### src/design/multichannel_overcurrent_monitor_defines.svh
// Assertion macros shared by the over-current monitor RTL.
`ifndef MULTICHANNEL_OVERCURRENT_MONITOR_DEFINES_SVH
`define MULTICHANNEL_OVERCURRENT_MONITOR_DEFINES_SVH

`ifndef SYNTH
`define MOM_ASSERT_IMPLY(name, ante, cons) \
	name: assert property (@(posedge clk) disable iff (!arst_n) (ante) |-> (cons)) \
		else $error("over-current monitor check failed");
`define MOM_ASSERT_NEXT(name, ante, cons) \
	name: assert property (@(posedge clk) disable iff (!arst_n) (ante) |=> (cons)) \
		else $error("over-current monitor check failed");
`else
`define MOM_ASSERT_IMPLY(name, ante, cons)
`define MOM_ASSERT_NEXT(name, ante, cons)
`endif

`endif

### src/design/mom_pkg.sv
// Types, constants and helper functions of the over-current monitor.
package mom_pkg;

	localparam int CHANNELS           = 4;
	localparam int SAMPLES_PER_WINDOW = 10;
	localparam int SAMPLES_TOTAL      = SAMPLES_PER_WINDOW * CHANNELS;
	localparam int CNT_W              = $clog2(SAMPLES_TOTAL + 1);
	localparam int CH_AW              = (CHANNELS > 1) ? $clog2(CHANNELS) : 1;
	localparam int RDC_W              = $clog2(CHANNELS + 1);

	localparam int CHAN_W     = 2;
	localparam int ELAPSED_W  = 16;
	localparam int READING_W  = 10;
	localparam int INTERVAL_W = 16;
	localparam int SUM_W      = 14;
	localparam int TIME_W     = 17;
	localparam int DUR_W      = 24;
	localparam int MASK_W     = 4;
	localparam int CFG_IDX_W  = 2;
	localparam int CFG_DATA_W = 24;

	localparam logic [INTERVAL_W-1:0] INTERVAL_RST  = 16'd100;
	localparam logic [SUM_W-1:0]      THRESHOLD_RST = 14'd5000;
	localparam logic [DUR_W-1:0]      TIMEOUT_RST   = 24'd1000;

	localparam logic [CFG_IDX_W-1:0] REG_INTERVAL  = 2'd0;
	localparam logic [CFG_IDX_W-1:0] REG_THRESHOLD = 2'd1;
	localparam logic [CFG_IDX_W-1:0] REG_TIMEOUT   = 2'd2;

	localparam logic KIND_TIME   = 1'b0;
	localparam logic KIND_SAMPLE = 1'b1;

	typedef enum logic [1:0] {
		ST_RUN,
		ST_SWEEP,
		ST_REPORT
	} mon_state_t;

	typedef struct packed {
		logic                 acc;
		logic                 rd;
		logic                 clr;
		logic [CH_AW-1:0]     addr;
		logic [READING_W-1:0] reading;
	} sum_req_t;

	typedef struct packed {
		logic             valid;
		logic [CH_AW-1:0] addr;
		logic [SUM_W-1:0] sum;
	} sum_rsp_t;

	typedef struct packed {
		logic             valid;
		logic [CH_AW-1:0] addr;
		logic             nominal;
	} dur_upd_t;

	typedef struct packed {
		logic              window_opened;
		logic              window_closed;
		logic [MASK_W-1:0] instant_over_mask;
		logic [MASK_W-1:0] fault_mask;
		logic              sample_ignored;
	} result_t;

	function automatic logic [SUM_W-1:0] sat_sum(input logic [SUM_W-1:0] s,
			input logic [READING_W-1:0] r);
		logic [SUM_W:0] t;
		t = {1'b0, s} + (SUM_W + 1)'(r);
		return t[SUM_W] ? '1 : t[SUM_W-1:0];
	endfunction

	function automatic logic [TIME_W-1:0] sat_time(input logic [TIME_W-1:0] a,
			input logic [ELAPSED_W-1:0] e);
		logic [TIME_W:0] t;
		t = {1'b0, a} + (TIME_W + 1)'(e);
		return t[TIME_W] ? '1 : t[TIME_W-1:0];
	endfunction

	function automatic logic [DUR_W-1:0] sat_dur(input logic [DUR_W-1:0] d,
			input logic [TIME_W-1:0] e);
		logic [DUR_W:0] t;
		t = {1'b0, d} + (DUR_W + 1)'(e);
		return t[DUR_W] ? '1 : t[DUR_W-1:0];
	endfunction

	// Channels beyond the output width are dropped, missing ones read as zero.
	function automatic logic [MASK_W-1:0] to_mask(input logic [CHANNELS-1:0] m);
		logic [CHANNELS+MASK_W-1:0] w;
		w = (CHANNELS + MASK_W)'(m);
		return w[MASK_W-1:0];
	endfunction

endpackage

### src/design/mom_item_if.sv
// Input channel of the over-current monitor: time and sample transactions.
interface mom_item_if;
	import mom_pkg::*;

	logic                 valid;
	logic                 ready;
	logic                 kind;
	logic [ELAPSED_W-1:0] elapsed_ms;
	logic [CHAN_W-1:0]    channel_index;
	logic [READING_W-1:0] adc_reading;

	modport source (output valid, kind, elapsed_ms, channel_index, adc_reading,
		input ready);
	modport sink (input valid, kind, elapsed_ms, channel_index, adc_reading,
		output ready);
endinterface

### src/design/mom_result_if.sv
// Result channel of the over-current monitor: one transaction per input item.
interface mom_result_if;
	import mom_pkg::*;

	logic              valid;
	logic              ready;
	logic              window_opened;
	logic              window_closed;
	logic [MASK_W-1:0] instant_over_mask;
	logic [MASK_W-1:0] fault_mask;
	logic              sample_ignored;

	modport source (output valid, window_opened, window_closed, instant_over_mask,
		fault_mask, sample_ignored, input ready);
	modport sink (input valid, window_opened, window_closed, instant_over_mask,
		fault_mask, sample_ignored, output ready);
endinterface

### src/design/mom_ram.sv
// Generic single-write, single-read RAM with a registered read port.
module mom_ram #(
	parameter int WIDTH = 8,
	parameter int DEPTH = 4
) (
	input  logic                                   clk,
	input  logic                                   we,
	input  logic [((DEPTH > 1) ? $clog2(DEPTH) : 1)-1:0] waddr,
	input  logic [WIDTH-1:0]                       wdata,
	input  logic [((DEPTH > 1) ? $clog2(DEPTH) : 1)-1:0] raddr,
	output logic [WIDTH-1:0]                       rdata
);

	logic [WIDTH-1:0] mem [DEPTH];

	// A read of the address being written returns the old contents.
	always_ff @(posedge clk) begin
		if (we) begin
			mem[waddr] <= wdata;
		end
		rdata <= mem[raddr];
	end

endmodule

### src/design/mom_sum_store.sv
// Per-channel sample sums: memory read-modify-write with forwarding and valid bits.
module mom_sum_store import mom_pkg::*; (
	input  logic     clk,
	input  logic     arst_n,
	input  sum_req_t req,
	output sum_rsp_t rsp
);

	logic [CHANNELS-1:0]  valid_q;
	logic                 fwd_valid_q;
	logic [CH_AW-1:0]     fwd_addr_q;
	logic [SUM_W-1:0]     fwd_sum_q;
	logic                 acc_s1;
	logic                 rd_s1;
	logic [CH_AW-1:0]     addr_s1;
	logic [READING_W-1:0] reading_s1;
	logic [SUM_W-1:0]     rdata;
	logic [SUM_W-1:0]     cur_sum;
	logic [SUM_W-1:0]     new_sum;

	mom_ram #(
		.WIDTH(SUM_W),
		.DEPTH(CHANNELS)
	) u_ram (
		.clk  (clk),
		.we   (acc_s1),
		.waddr(addr_s1),
		.wdata(new_sum),
		.raddr(req.addr),
		.rdata(rdata)
	);

	// The write of the previous transaction is not yet visible in the read data.
	always_comb begin
		if (fwd_valid_q && (fwd_addr_q == addr_s1)) begin
			cur_sum = fwd_sum_q;
		end else if (valid_q[addr_s1]) begin
			cur_sum = rdata;
		end else begin
			cur_sum = '0;
		end
		new_sum = sat_sum(cur_sum, reading_s1);
	end

	assign rsp.valid = rd_s1;
	assign rsp.addr  = addr_s1;
	assign rsp.sum   = cur_sum;

	always_ff @(posedge clk or negedge arst_n) begin
		if (!arst_n) begin
			acc_s1      <= 1'b0;
			rd_s1       <= 1'b0;
			valid_q     <= '0;
			fwd_valid_q <= 1'b0;
		end else begin
			acc_s1 <= req.acc;
			rd_s1  <= req.rd;
			// Opening a window empties every sum; it wins over a late write.
			if (req.clr) begin
				valid_q     <= '0;
				fwd_valid_q <= 1'b0;
			end else if (acc_s1) begin
				valid_q[addr_s1] <= 1'b1;
				fwd_valid_q      <= 1'b1;
			end
		end
	end

	always_ff @(posedge clk) begin
		addr_s1    <= req.addr;
		reading_s1 <= req.reading;
		if (acc_s1) begin
			fwd_addr_q <= addr_s1;
			fwd_sum_q  <= new_sum;
		end
	end

endmodule

### src/design/mom_dur_bank.sv
// Over-current durations per channel and their timeout compare.
module mom_dur_bank import mom_pkg::*; (
	input  logic                clk,
	input  logic                arst_n,
	input  dur_upd_t            upd,
	input  logic [TIME_W-1:0]   saved_elapsed,
	input  logic [DUR_W-1:0]    timeout,
	output logic [CHANNELS-1:0] fault
);

	logic [DUR_W-1:0] dur_q [CHANNELS];

	always_comb begin
		for (int i = 0; i < CHANNELS; i++) begin
			fault[i] = (dur_q[i] >= timeout);
		end
	end

	always_ff @(posedge clk or negedge arst_n) begin
		if (!arst_n) begin
			for (int i = 0; i < CHANNELS; i++) begin
				dur_q[i] <= '0;
			end
		end else if (upd.valid) begin
			if (upd.nominal) begin
				dur_q[upd.addr] <= '0;
			end else begin
				dur_q[upd.addr] <= sat_dur(dur_q[upd.addr], saved_elapsed);
			end
		end
	end

endmodule

### src/design/multichannel_overcurrent_monitor.sv
// A result is registered: it enters the output register in the cycle after its item, or the
// skid entry while the output stalls. The sample that completes a window is the exception:
// the sum memory is read back one channel per cycle, its result follows that sweep, and the
// input is held meanwhile and whenever the skid entry is full; else one item per cycle.
// Reset clears control state, durations, masks and sum valid bits at once (no clearing
// pass) and loads the registers with 100 ms, 5000 and 1000 ms.
`include "multichannel_overcurrent_monitor_defines.svh"

module multichannel_overcurrent_monitor import mom_pkg::*; (
	input  logic                  clk,
	input  logic                  arst_n,
	mom_item_if.sink              item,
	mom_result_if.source          result,
	input  logic                  cfg_we,
	input  logic [CFG_IDX_W-1:0]  cfg_index,
	input  logic [CFG_DATA_W-1:0] cfg_wdata
);

	logic [INTERVAL_W-1:0] interval_q;
	logic [SUM_W-1:0]      threshold_q;
	logic [DUR_W-1:0]      timeout_q;

	logic [TIME_W-1:0]   time_q;
	logic [TIME_W-1:0]   saved_q;
	logic                window_open_q;
	logic [CNT_W-1:0]    cnt_q;
	logic [CHANNELS-1:0] last_over_q;
	logic [RDC_W-1:0]    rd_cnt_q;
	mon_state_t          state_q;
	mon_state_t          state_d;

	logic ready;
	logic accept;
	logic chan_ok;
	logic sample_ok;
	logic trigger;
	logic closes;
	logic sweep_issue;
	logic report_push;
	logic push;
	logic pop;

	result_t             new_res;
	result_t             out_q;
	result_t             skid_q;
	logic                out_valid_q;
	logic                skid_valid_q;
	sum_req_t            sum_req;
	sum_rsp_t            sum_rsp;
	dur_upd_t            dur_upd;
	logic [CHANNELS-1:0] fault;

	assign accept    = item.valid && ready;
	assign chan_ok   = (32'(item.channel_index) < 32'(CHANNELS));
	assign sample_ok = window_open_q && chan_ok;
	assign trigger   = (time_q >= TIME_W'(interval_q));
	assign closes    = accept && (item.kind == KIND_SAMPLE) && sample_ok
		&& (cnt_q == CNT_W'(SAMPLES_TOTAL - 1));

	// Next state
	always_comb begin
		state_d = state_q;
		unique case (state_q)
			ST_RUN: begin
				if (closes) begin
					state_d = ST_SWEEP;
				end
			end
			ST_SWEEP: begin
				if (sum_rsp.valid && (sum_rsp.addr == CH_AW'(CHANNELS - 1))) begin
					state_d = ST_REPORT;
				end
			end
			ST_REPORT: begin
				if (!skid_valid_q) begin
					state_d = ST_RUN;
				end
			end
			default: state_d = ST_RUN;
		endcase
	end

	// State outputs
	always_comb begin
		ready       = 1'b0;
		sweep_issue = 1'b0;
		report_push = 1'b0;
		unique case (state_q)
			ST_RUN:    ready       = !skid_valid_q;
			ST_SWEEP:  sweep_issue = (rd_cnt_q < RDC_W'(CHANNELS));
			ST_REPORT: report_push = !skid_valid_q;
			default:   ready       = 1'b0;
		endcase
	end

	assign item.ready = ready;

	always_comb begin
		sum_req.acc     = accept && (item.kind == KIND_SAMPLE) && sample_ok;
		sum_req.rd      = sweep_issue;
		sum_req.clr     = accept && (item.kind == KIND_TIME) && trigger;
		sum_req.addr    = sweep_issue ? rd_cnt_q[CH_AW-1:0] : CH_AW'(item.channel_index);
		sum_req.reading = item.adc_reading;
	end

	mom_sum_store u_sum_store (
		.clk   (clk),
		.arst_n(arst_n),
		.req   (sum_req),
		.rsp   (sum_rsp)
	);

	assign dur_upd.valid   = sum_rsp.valid;
	assign dur_upd.addr    = sum_rsp.addr;
	assign dur_upd.nominal = (sum_rsp.sum > threshold_q);

	mom_dur_bank u_dur_bank (
		.clk          (clk),
		.arst_n       (arst_n),
		.upd          (dur_upd),
		.saved_elapsed(saved_q),
		.timeout      (timeout_q),
		.fault        (fault)
	);

	always_comb begin
		new_res                   = '0;
		new_res.instant_over_mask = to_mask(last_over_q);
		new_res.fault_mask        = to_mask(fault);
		if (report_push) begin
			new_res.window_closed = 1'b1;
		end else if (item.kind == KIND_TIME) begin
			new_res.window_opened = trigger;
		end else begin
			new_res.sample_ignored = !sample_ok;
		end
	end

	assign push = report_push || (accept && !closes);
	assign pop  = out_valid_q && result.ready;

	assign result.valid             = out_valid_q;
	assign result.window_opened     = out_q.window_opened;
	assign result.window_closed     = out_q.window_closed;
	assign result.instant_over_mask = out_q.instant_over_mask;
	assign result.fault_mask        = out_q.fault_mask;
	assign result.sample_ignored    = out_q.sample_ignored;

	always_ff @(posedge clk or negedge arst_n) begin
		if (!arst_n) begin
			interval_q    <= INTERVAL_RST;
			threshold_q   <= THRESHOLD_RST;
			timeout_q     <= TIMEOUT_RST;
			time_q        <= '0;
			saved_q       <= '0;
			window_open_q <= 1'b0;
			cnt_q         <= '0;
			last_over_q   <= '0;
			rd_cnt_q      <= '0;
			state_q       <= ST_RUN;
			out_valid_q   <= 1'b0;
			skid_valid_q  <= 1'b0;
		end else begin
			state_q <= state_d;

			if (cfg_we) begin
				unique case (cfg_index)
					REG_INTERVAL:  interval_q  <= cfg_wdata[INTERVAL_W-1:0];
					REG_THRESHOLD: threshold_q <= cfg_wdata[SUM_W-1:0];
					REG_TIMEOUT:   timeout_q   <= cfg_wdata[DUR_W-1:0];
					default:       ;
				endcase
			end

			if (accept) begin
				if (item.kind == KIND_TIME) begin
					if (trigger) begin
						saved_q       <= time_q;
						time_q        <= '0;
						window_open_q <= 1'b1;
						cnt_q         <= '0;
					end else begin
						time_q <= sat_time(time_q, item.elapsed_ms);
					end
				end else if (sample_ok) begin
					if (closes) begin
						cnt_q         <= '0;
						window_open_q <= 1'b0;
						last_over_q   <= '0;
						rd_cnt_q      <= '0;
					end else begin
						cnt_q <= cnt_q + 1'b1;
					end
				end
			end

			if (sweep_issue) begin
				rd_cnt_q <= rd_cnt_q + 1'b1;
			end
			if (dur_upd.valid && !dur_upd.nominal) begin
				last_over_q[dur_upd.addr] <= 1'b1;
			end

			// Output register with one skid entry behind it.
			if (pop || !out_valid_q) begin
				if (skid_valid_q) begin
					out_valid_q  <= 1'b1;
					skid_valid_q <= 1'b0;
				end else begin
					out_valid_q <= push;
				end
			end else if (push) begin
				skid_valid_q <= 1'b1;
			end
		end
	end

	always_ff @(posedge clk) begin
		if (pop || !out_valid_q) begin
			if (skid_valid_q) begin
				out_q <= skid_q;
			end else if (push) begin
				out_q <= new_res;
			end
		end else if (push) begin
			skid_q <= new_res;
		end
	end

	`MOM_ASSERT_IMPLY(a_readback_in_sweep, sum_rsp.valid, state_q == ST_SWEEP)
	`MOM_ASSERT_NEXT(a_close_starts_sweep, closes, state_q == ST_SWEEP && !window_open_q)
	`MOM_ASSERT_IMPLY(a_skid_behind_out, skid_valid_q, out_valid_q)
	`MOM_ASSERT_IMPLY(a_no_accept_off_run, state_q != ST_RUN, !item.ready)

endmodule

### src/flat_wrapper.sv
// flat-port wrapper written by rule: the top's interface ports become plain ports
module multichannel_overcurrent_monitor_flat import mom_pkg::*;
  (clk, arst_n, cfg_we, cfg_index, cfg_wdata, item_valid, item_kind, item_elapsed_ms, item_channel_index, item_adc_reading, item_ready, result_valid, result_window_opened, result_window_closed, result_instant_over_mask, result_fault_mask, result_sample_ignored, result_ready);
  mom_item_if item_i ();
  mom_result_if result_i ();
  input  logic clk;
  input  logic arst_n;
  input  logic cfg_we;
  input  logic [CFG_IDX_W-1:0] cfg_index;
  input  logic [CFG_DATA_W-1:0] cfg_wdata;
  input wire logic [$bits(item_i.valid)-1:0] item_valid;
  input wire logic [$bits(item_i.kind)-1:0] item_kind;
  input wire logic [$bits(item_i.elapsed_ms)-1:0] item_elapsed_ms;
  input wire logic [$bits(item_i.channel_index)-1:0] item_channel_index;
  input wire logic [$bits(item_i.adc_reading)-1:0] item_adc_reading;
  output wire logic [$bits(item_i.ready)-1:0] item_ready;
  output wire logic [$bits(result_i.valid)-1:0] result_valid;
  output wire logic [$bits(result_i.window_opened)-1:0] result_window_opened;
  output wire logic [$bits(result_i.window_closed)-1:0] result_window_closed;
  output wire logic [$bits(result_i.instant_over_mask)-1:0] result_instant_over_mask;
  output wire logic [$bits(result_i.fault_mask)-1:0] result_fault_mask;
  output wire logic [$bits(result_i.sample_ignored)-1:0] result_sample_ignored;
  input wire logic [$bits(result_i.ready)-1:0] result_ready;
  assign item_i.valid = item_valid;
  assign item_i.kind = item_kind;
  assign item_i.elapsed_ms = item_elapsed_ms;
  assign item_i.channel_index = item_channel_index;
  assign item_i.adc_reading = item_adc_reading;
  assign item_ready = item_i.ready;
  assign result_valid = result_i.valid;
  assign result_window_opened = result_i.window_opened;
  assign result_window_closed = result_i.window_closed;
  assign result_instant_over_mask = result_i.instant_over_mask;
  assign result_fault_mask = result_i.fault_mask;
  assign result_sample_ignored = result_i.sample_ignored;
  assign result_i.ready = result_ready;
  multichannel_overcurrent_monitor u_core (.clk(clk), .arst_n(arst_n), .item(item_i), .result(result_i), .cfg_we(cfg_we), .cfg_index(cfg_index), .cfg_wdata(cfg_wdata));
endmodule
### config.mk
export PLATFORM = sky130hd
export DESIGN_NAME = multichannel_overcurrent_monitor_flat
export DESIGN_NICKNAME = d
export VERILOG_FILES = /design/src/design/mom_pkg.sv /design/src/design/mom_item_if.sv /design/src/design/mom_result_if.sv /design/src/design/mom_ram.sv /design/src/design/mom_sum_store.sv /design/src/design/mom_dur_bank.sv /design/src/design/multichannel_overcurrent_monitor.sv /design/src/flat_wrapper.sv
export VERILOG_INCLUDE_DIRS = /design/src /design/src/design
export SDC_FILE = /design/constraint.sdc
export NUM_CORES = 1
export LEC_CHECK = 0
export ABC_AREA = 1
export BUFFER_PORTS_ARGS = -buffer_cell sky130_fd_sc_hd__buf_2
export CAP_MARGIN = 20
export CORE_MARGIN = 1.5
export CORE_UTILIZATION = 29
export CTS_CLUSTER_DIAMETER = 30
export CTS_CLUSTER_SIZE = 10
export DETAILED_ROUTE_END_ITERATION = 8
export GPL_ROUTABILITY_DRIVEN = 0
export HOLD_SLACK_MARGIN = 0.06
export PLACE_DENSITY = 0.46
export REMOVE_ABC_BUFFERS = 1
export SYNTH_ARGS = -nofsm -noshare
export SYNTH_HDL_FRONTEND = slang
export SYNTH_SLANG_ARGS = --single-unit
### constraint.sdc
create_clock -name clk -period 2.8 [get_ports clk]
set_clock_uncertainty 0.05 [all_clocks]
set_input_delay 0.42 -clock clk [delete_from_list [all_inputs] [get_ports clk]]
set_output_delay 0.42 -clock clk [all_outputs]
set_load 0.03 [all_outputs]
==> results.md, run 1 <==
* Yosys warning count at 0
* Fin crit share at 108%
* Max Cap Viol at 0
* Final wirelength at 61.8 mm
* DR vias/cell at 4.69
* Clock Latency Late Sink at 0.63 ns
* Slew Limit Fails at 0
* Rows at 92
* RSZ-0062 raised after global routing: true
* H-Tree Depth at 3
* Clk sink count at 329
* Min Hold Slack at 0.0842 ns
* Fin Setup TNS at -25.23 ns
* CP required at 3.25 ns
* Worst path cell trace: buf_8 > nand2_8 > inv_2 > nand2_1 > nand4_1 > buf_6 > a31oi_4 > inv_2 > ha_4 > nand2_2 > inv_2 > nand3_4 > a21oi_2 > nor2_1 > nand2_1 > nand2_2 > buf_12 > nand2_8 > clkinv_8 > buf_12 > buf_16 > nand2_1 > nand2_1
* HPWL Detailed at between 40 and 50 mm
* Synth Area in Adders at 11.8%
* WL/cell at 17.6 um
* Setup CP Type: reg2reg
* Drt drc at 0
* CTS tree: yes
* Core box area at 63400 um2
* Synth Area in Compound Gates at 11.1%
* Post-layout instance area at about 27000 um2
* Leakage at 13.0 nW
* Avg Synthesized Cell Area at 8.39 um2
* Fillers at 6144
* Worst slew margin at 37.8%
* Post-DRT Antenna Nets at 0
* Root Buffer: clkbuf_16
* Antenna cells at 0
* Most common flop cell mapped by yosys: dfrtp_1
* Synth Cell Area at roughly 19000 um2
* Cell Area, Placed at approximately 22000 um2
* Vias at between 15k and 20k
* First-pass GRT wire length at about 96 mm
* Fin crit period at roughly 3.0 ns
* Max frequency at between 0.3 and 0.4 GHz
* Commonest non-fill, non-tap cell in the layout: nand2_1
* Syn-to-layout area delta at 43.7%
* Synth Area in Simple Gates at 22.9%
* Final worst slack at -0.226 ns
* Starting Density at 29.5%
* Post-synthesis sequential area ratio at approximately 46%
* Clock network power share at 59.7%
* Post-synth top area cell: dfrtp_1
* 1st-pass router iterations at 5
* Status: finished with violations
* Clock transition at path regs at 0.05 ns
* Slowest stage delay, CP at 0.38 ns
* CP Launch Type: flip-flop
* Chip Height at 257 um
* Netlist cell types at 56
* Pwr/cell area at 642 nW/um2
* Post-Synth XOR/XNOR Area at approximately 1.6%
* Sw Share at 24.6%
* CTS Buf Count at between 80 and 90
* Int Power at 0.0130 W
* Top cell type's share of synthesized area at 26.1%
* Setup WS pre-CTS at -0.818 ns
* Initial antenna violation count at 0
* Cells after synthesis at 2230
* Pwr Total at 0.0173 W
* Largest family of logic cells by synthesized area: simple AND/OR/NAND/NOR gates
* Mux contribution to synthesized area at 0%
* Fraction of layout cells with a size suffix above 1 at 28.5%
* Starting DRT DRC Count at approximately 970
* Top cell by count, worst path: nand2_1
* Crit path max fanout at 6
* Die area at 66000 um2
* Gr ovfl total at 0
* Worst Tran Pin Value at 0.930 ns
* Commonest cells after routing, fill and taps aside: 585 x nand2_1, 240 x inv_1, 195 x dfrtp_1, 185 x buf_4, 149 x ha_1
* Seq pwr share at 30.5%
* Longest Clk Path Bufs at 3
* Register bit total from synthesis at 329
* Port buffer count at 72
* Final hold vios at 0
* Gr usage total at 18.8%
* Top post-synthesis cells by area: dfrtp_1 26%, edfxtp_1 15%, nand2_1 14%, ha_1 11%, inv_1 5.0%
* Vias in the first global route at approximately 17k
* P_sw at 0.00424 W
* Failing checks: negative setup slack
* Largest net degree at the start of global routing at between 60 and 70
* DIE WIDTH at 257 um
* Ys async rst share at a little under two thirds
* Hold Crit Class: in2reg
* Final setup vio count at 168
* CP endpoint kind: flip-flop
* I/O pin cnt at 73
* Combinational power share at 9.8%
* Worst VDD drop at 0.485 mV
* Fin nets at 2829
* Number of enable-type register cells in the synthesized netlist at 94
* Slowest-stage cell, CP: dfxtp_4
* Worst Path Arrival at about 3.5 ns
-- repair_timing --
action,4_1_cts,5_1_grt
hold buffers,21,0
endpoints found under the hold margin,76,0
resized for setup,217,141
pin swaps,51,66
cloned,8,1
buffers inserted,31,9
endpoints found under the setup margin,170,184
-- through the flow --
| stage | instances | util, % |
|---|---|---|
| final | 3514 | 42.4 |
| after global routing | 3514 | 42.4 |
| after CTS | 3508 | 41.4 |
| after detailed placement | 3287 | 34.0 |
| after global placement | 3286 | 33.9 |
| after floorplan | 2174 | - |
-- Yosys cell counts (3+ instances only) --
cell / instances
o21bai_1: 4
o21ai_2: 3
edfxtp_1: 94
o21ai_0: 156
nand3b_1: 5
nand2_2: 8
buf_2: 12
or2_2: 8
o211ai_1: 7
xor2_1: 9
dfrtp_1: 195
ha_1: 171
a21oi_1: 111
clkbuf_1: 30
a22oi_1: 19
dfstp_2: 14
fa_1: 3
nand2_4: 17
o21a_1: 5
o221ai_1: 14
buf_1: 5
buf_6: 4
nand2_1: 683
nor2_1: 136
buf_4: 3
nand4_1: 28
nand3_1: 86
nor3_1: 12
dfxtp_1: 26
nand3_2: 6
inv_2: 5
o21ai_1: 29
inv_1: 251
xnor2_1: 23
o22ai_1: 17
-- registers in the layout (all words and copies together), names as in the netlist, 4 cells and up --
name                             flops
u_core.u_dur_bank.dur_q             96
u_core.u_sum_store.u_ram.mem        56
u_core.timeout_q                    24
u_core.saved_q                      17
u_core.time_q                       17
u_core.interval_q                   16
u_core.threshold_q                  14
u_core.u_sum_store.fwd_sum_q        14
u_core.u_sum_store.u_ram.rdata      14
u_core.skid_q                       11
u_core.u_sum_store.reading_s1       10
u_core.cnt_q                         6
u_core.last_over_q                   4
u_core.result.fault_mask             4
u_core.result.instant_over_mask      4
u_core.u_sum_store.valid_q           4
-- path summary, 6_finish.rpt --
path / startpoint / to / slack (ns) / cells past startpoint
worst min register to register: u_core.last_over_q[0]$_DFF_PN0_ / u_core.skid_q[5]$_DFFE_PP_ / 0.39 / 0
worst max-delay path: u_core.u_sum_store.addr_s1[1]$_DFF_P_ / u_core.u_dur_bank.dur_q[23]$_DFFE_PN0P_ / -0.23 / 23
worst max register to register: u_core.u_sum_store.addr_s1[1]$_DFF_P_ / u_core.u_dur_bank.dur_q[23]$_DFFE_PN0P_ / -0.23 / 23
min in group asynchronous: arst_n / u_core.u_dur_bank.dur_q[40]$_DFFE_PN0P_ / 0.34 / 2
max in group asynchronous: arst_n / u_core.timeout_q[7]$_DFFE_PN1P_ / 1.50 / 3
worst min-delay path: cfg_wdata[14] / u_core.timeout_q[14]$_DFFE_PN0P_ / 0.08 / 3
-- power by group through the flow --
stage	combinational, W	sequential [W]	clock (W)
floorplan	0.000837	0.00529	0
global placement	0.00140	0.00533	0
detailed placement	0.00143	0.00533	0
CTS	0.00164	0.00527	0.0105
global route	0.00193	0.00528	0.0108
finish	0.00169	0.00527	0.0103
-- worst max-delay path, delay by kind of cell, from the launching register on --
kind	cells	cell delay, ns
AOI/OAI and AO/OA	2	0.31
adders and majority gates	1	0.27
buffers and inverters	9	1.06
DFF	1	0.38
and+or+nand+nor	11	0.79
-- kinds of logic after synthesis --
family | count (synthesis)
DFF | 329
buffers and inverters | 315
adders and majority gates | 174
and+or+nand+nor | 1004
AOI/OAI and AO/OA | 375
xor gates and xnor gates | 33
-- final cells by class --
class / instances / area, um2 / share of cell area, %
clock buffer: 118 / 2480 / 9.24
inverter: 259 / 1010 / 3.75
multi-input combinational: 1586 / 10200 / 37.9
tap: 846 / 1060 / 3.94
clock inverter: 44 / 612 / 2.28
sequential: 329 / 8600 / 32.0
timing repair buffer: 332 / 2940 / 10.9
-- per-layer routing --
metal	up-vias	part of all wire, %	track usage [%]
li1	8172	-	-
met1	7848	47	25.4
met2	370	46	30.5
met3	97	4.5	3.52
met4	0	2.1	5.41
met5	-	0	0
Note: power is estimated with default switching activity, not from simulation.
==> inputs of run 2 (changes only) <==
ABC_CLOCK_PERIOD_IN_PS = 3600   (was not set)
PLACE_DENSITY = 0.44   (was 0.46)
clock period = 3.6 ns   (was 2.8 ns; I/O delays follow)
==> run 2 against run 1 <==
The flow now finishes without violations; global-route usage fell by 0.81 points; combinational power fell by 38%; via count down 5.5%; cell area is 12% lower; cell count shrank 5.6%; worst setup slack improved by 0.48 ns; sequential power decreased by 22%; hold slack better by 0.039 ns; critical path type unchanged; critical endpoint is now u_core.u_dur_bank.dur_q[42]$_DFFE_PN0P_.
==> results.md, run 2 (synthesis results as in run 1) <==
* Status: finished clean
* Starting DRT DRC Count at between 1k and 1.5k
* Slowest stage delay, CP at 0.41 ns
* Gr ovfl total at 0
* HPWL Detailed at 42.5 mm
* Fin Setup TNS at 0 ns
* Crit path max fanout at 13
* First-pass GRT wire length at a little over 90 mm
* Top reg by flops: u_core.u_dur_bank.dur_q
* R2r setup slk at between 0.2 and 0.3 ns
* Hold EP: u_core.timeout_q[22]$_DFFE_PN0P_
* Clock transition at path regs at approximately 0.040 ns
* CP top delay family: simple AND/OR/NAND/NOR gates
* Biggest regs: u_core.u_dur_bank.dur_q x96, u_core.u_sum_store.u_ram.mem x56, u_core.timeout_q x24
* Fin crit share at 93.0%
* Vias at 15.6k
* Commonest cells after routing, fill and taps aside: 681 x nand2_1, 251 x inv_1, 195 x dfrtp_1, 171 x ha_1, 155 x o21ai_0
* Initial antenna violation count at 0
* Worst path cell trace: buf_4 > nand2_4 > inv_2 > buf_4 > a22oi_1 > nand2_1 > ha_1 > a21oi_1 > o21ai_0 > nand3_1 > nand2_1 > nand2_1 > nand2_2 > nand2_8 > buf_4 > nand3_2 > nand2_1 > nand2_1
* H-Tree Depth at 3
* Clock Latency Late Sink at around 0.63 ns
* Min Hold Slack at between 0.1 and 0.15 ns
* Chip Height at 257 um
* Worst VDD drop at ~0.38 mV
* CTS tree: yes
* 1st-pass router iterations at 5
* Worst r2r src: u_core.u_sum_store.addr_s1[1]$_DFF_P_
* Antenna cells at 0
* Longest Clk Path Bufs at 3
* Setup Fix Bufs, Post-CTS at 0
* Vias in the first global route at around 16k
* Slew Limit Fails at 0
* Drt drc at 0
* Leakage at 11.6 nW
* CP Launch Type: flip-flop
* DR vias/cell at about 4.7
* Starting Density at 29.5%
* CTS Buf Count at 90
* CP required at a little over 4 ns
* WL/cell at 17.6 um
* Fin crit period at 3.35 ns
* Syn-to-layout area delta at 26.3%
* R2R depth at 18
* Hold path startpoint: cfg_wdata[22]
* Setup crit start: u_core.u_sum_store.addr_s1[1]$_DFF_P_
* R2r endpoint: u_core.u_dur_bank.dur_q[42]$_DFFE_PN0P_
* Worst Tran Pin Value at 0.999 ns
* Final setup vio count at 0
* I/O pin cnt at 73
* Worst Path Arrival at around 3.8 ns
* Rows at 92
* Clk sink count at 329
* Cell depth of the worst hold path at 3
* Max reg flops at 96
* Die area at 66000 um2
* Max frequency at 0.299 GHz
* CP bufs+invs at 4
* Core box area at 63400 um2
* DIE WIDTH at between 200 and 300 um
* Max Cap Viol at 0
* Fin nets at between 2k and 3k
* Pwr/cell area at between 500 and 600 nW/um2
* Gr usage total at 18.0%
* RSZ-0062 raised after global routing: false
* Fraction of layout cells with a size suffix above 1 at 13.8%
* Top cell by count, worst path: nand2_1
* Final hold vios at 0
* Root Buffer: clkbuf_16
* Largest net degree at the start of global routing at 88
* Final wirelength at 58.5 mm
* Post-DRT Antenna Nets at 0
* Commonest non-fill, non-tap cell in the layout: nand2_1
* Setup CP Type: reg2reg
* CP endpoint kind: flip-flop
* Port buffer count at between 70 and 80
* Slowest-stage cell, CP: a21oi_1
* Worst slew margin at 33.2%
* Hold Crit Class: in2reg
run 2: cell count changes in the layout (fill, tap and decap cells not counted), moves of 12 or more:
cell	change
a21oi_1	+17
a21oi_2	-14
buf_12	-15
buf_4	-147
buf_6	-16
ha_1	+22
ha_4	-21
nand2_1	+96
nand2_2	-70
nand2_4	-20
nand3_1	+25
nand3_2	-17
o21ai_0	+12
run 2: timing repair:
action,4_1_cts,5_1_grt
hold buffers,11,0
resized for setup,0,5
endpoints found under the setup margin,0,166
endpoints found under the hold margin,66,0
run 2: per-layer routing:
layer / part of all wire (%) / GRT usage (%)
met1: 48 / 25.1
met2: 43 / 27.4
met3: 4.9 / 3.62
met4: 3.2 / 6.81
met5: 0 / 0
run 2: worst register-to-register path, stage by stage, from the launching register on:
cell	delay (ns)
dfxtp_2	0.37
buf_4	0.19
nand2_4	0.10
inv_2	0.05
buf_4	0.16
a22oi_1	0.27
nand2_1	0.13
ha_1	0.35
a21oi_1	0.41
o21ai_0	0.19
nand3_1	0.10
nand2_1	0.05
nand2_1	0.06
nand2_2	0.10
nand2_8	0.17
buf_4	0.18
nand3_2	0.13
nand2_1	0.09
nand2_1	0.05
run 2: final cells by class:
class / count / area (um2)
Clock buffer: 116 / 2490
Clock inverter: 51 / 682
Fill cell: 6468 / 39800
Inverter: 259 / 977
Multi-Input combinational cell: 1586 / 8870
Sequential cell: 329 / 8590
Tap cell: 846 / 1060
Timing Repair Buffer: 130 / 946
run 2: power breakdown:
group          switching [W]  internal [W]
Combinational       0.000696      0.000351
Clock                0.00248       0.00572
Sequential         0.0000789       0.00401
run 2: metrics by stage:
stage               setup WS [ns]  total power, W  utilization [%]  cells  cell area, um2
finish                      0.251          0.0133             37.2   3317           23600
global placement            0.209         0.00517             32.0   3138           20300
CTS                        0.0995          0.0135             37.2   3317           23600
detailed placement          0.123         0.00519             32.0   3139           20300
floorplan                  0.0702         0.00476                -   2174           18400
global route             0.000409          0.0139             37.2   3317           23600
run 2: how the worst max path moves through the flow:
stage,to,slack [ns],cells past startpoint
final,u_core.u_dur_bank.dur_q[42]$_DFFE_PN0P_,0.25,18
after global routing,u_core.u_sum_store.u_ram.mem[3][7]$_DFFE_PP_,0.0004,17
after CTS,u_core.u_dur_bank.dur_q[61]$_DFFE_PN0P_,0.1,20
after detailed placement,u_core.u_dur_bank.dur_q[29]$_DFFE_PN0P_,0.12,20
after global placement,u_core.u_dur_bank.dur_q[26]$_DFFE_PN0P_,0.21,19
after floorplan,u_core.u_dur_bank.dur_q[26]$_DFFE_PN0P_,0.07,17
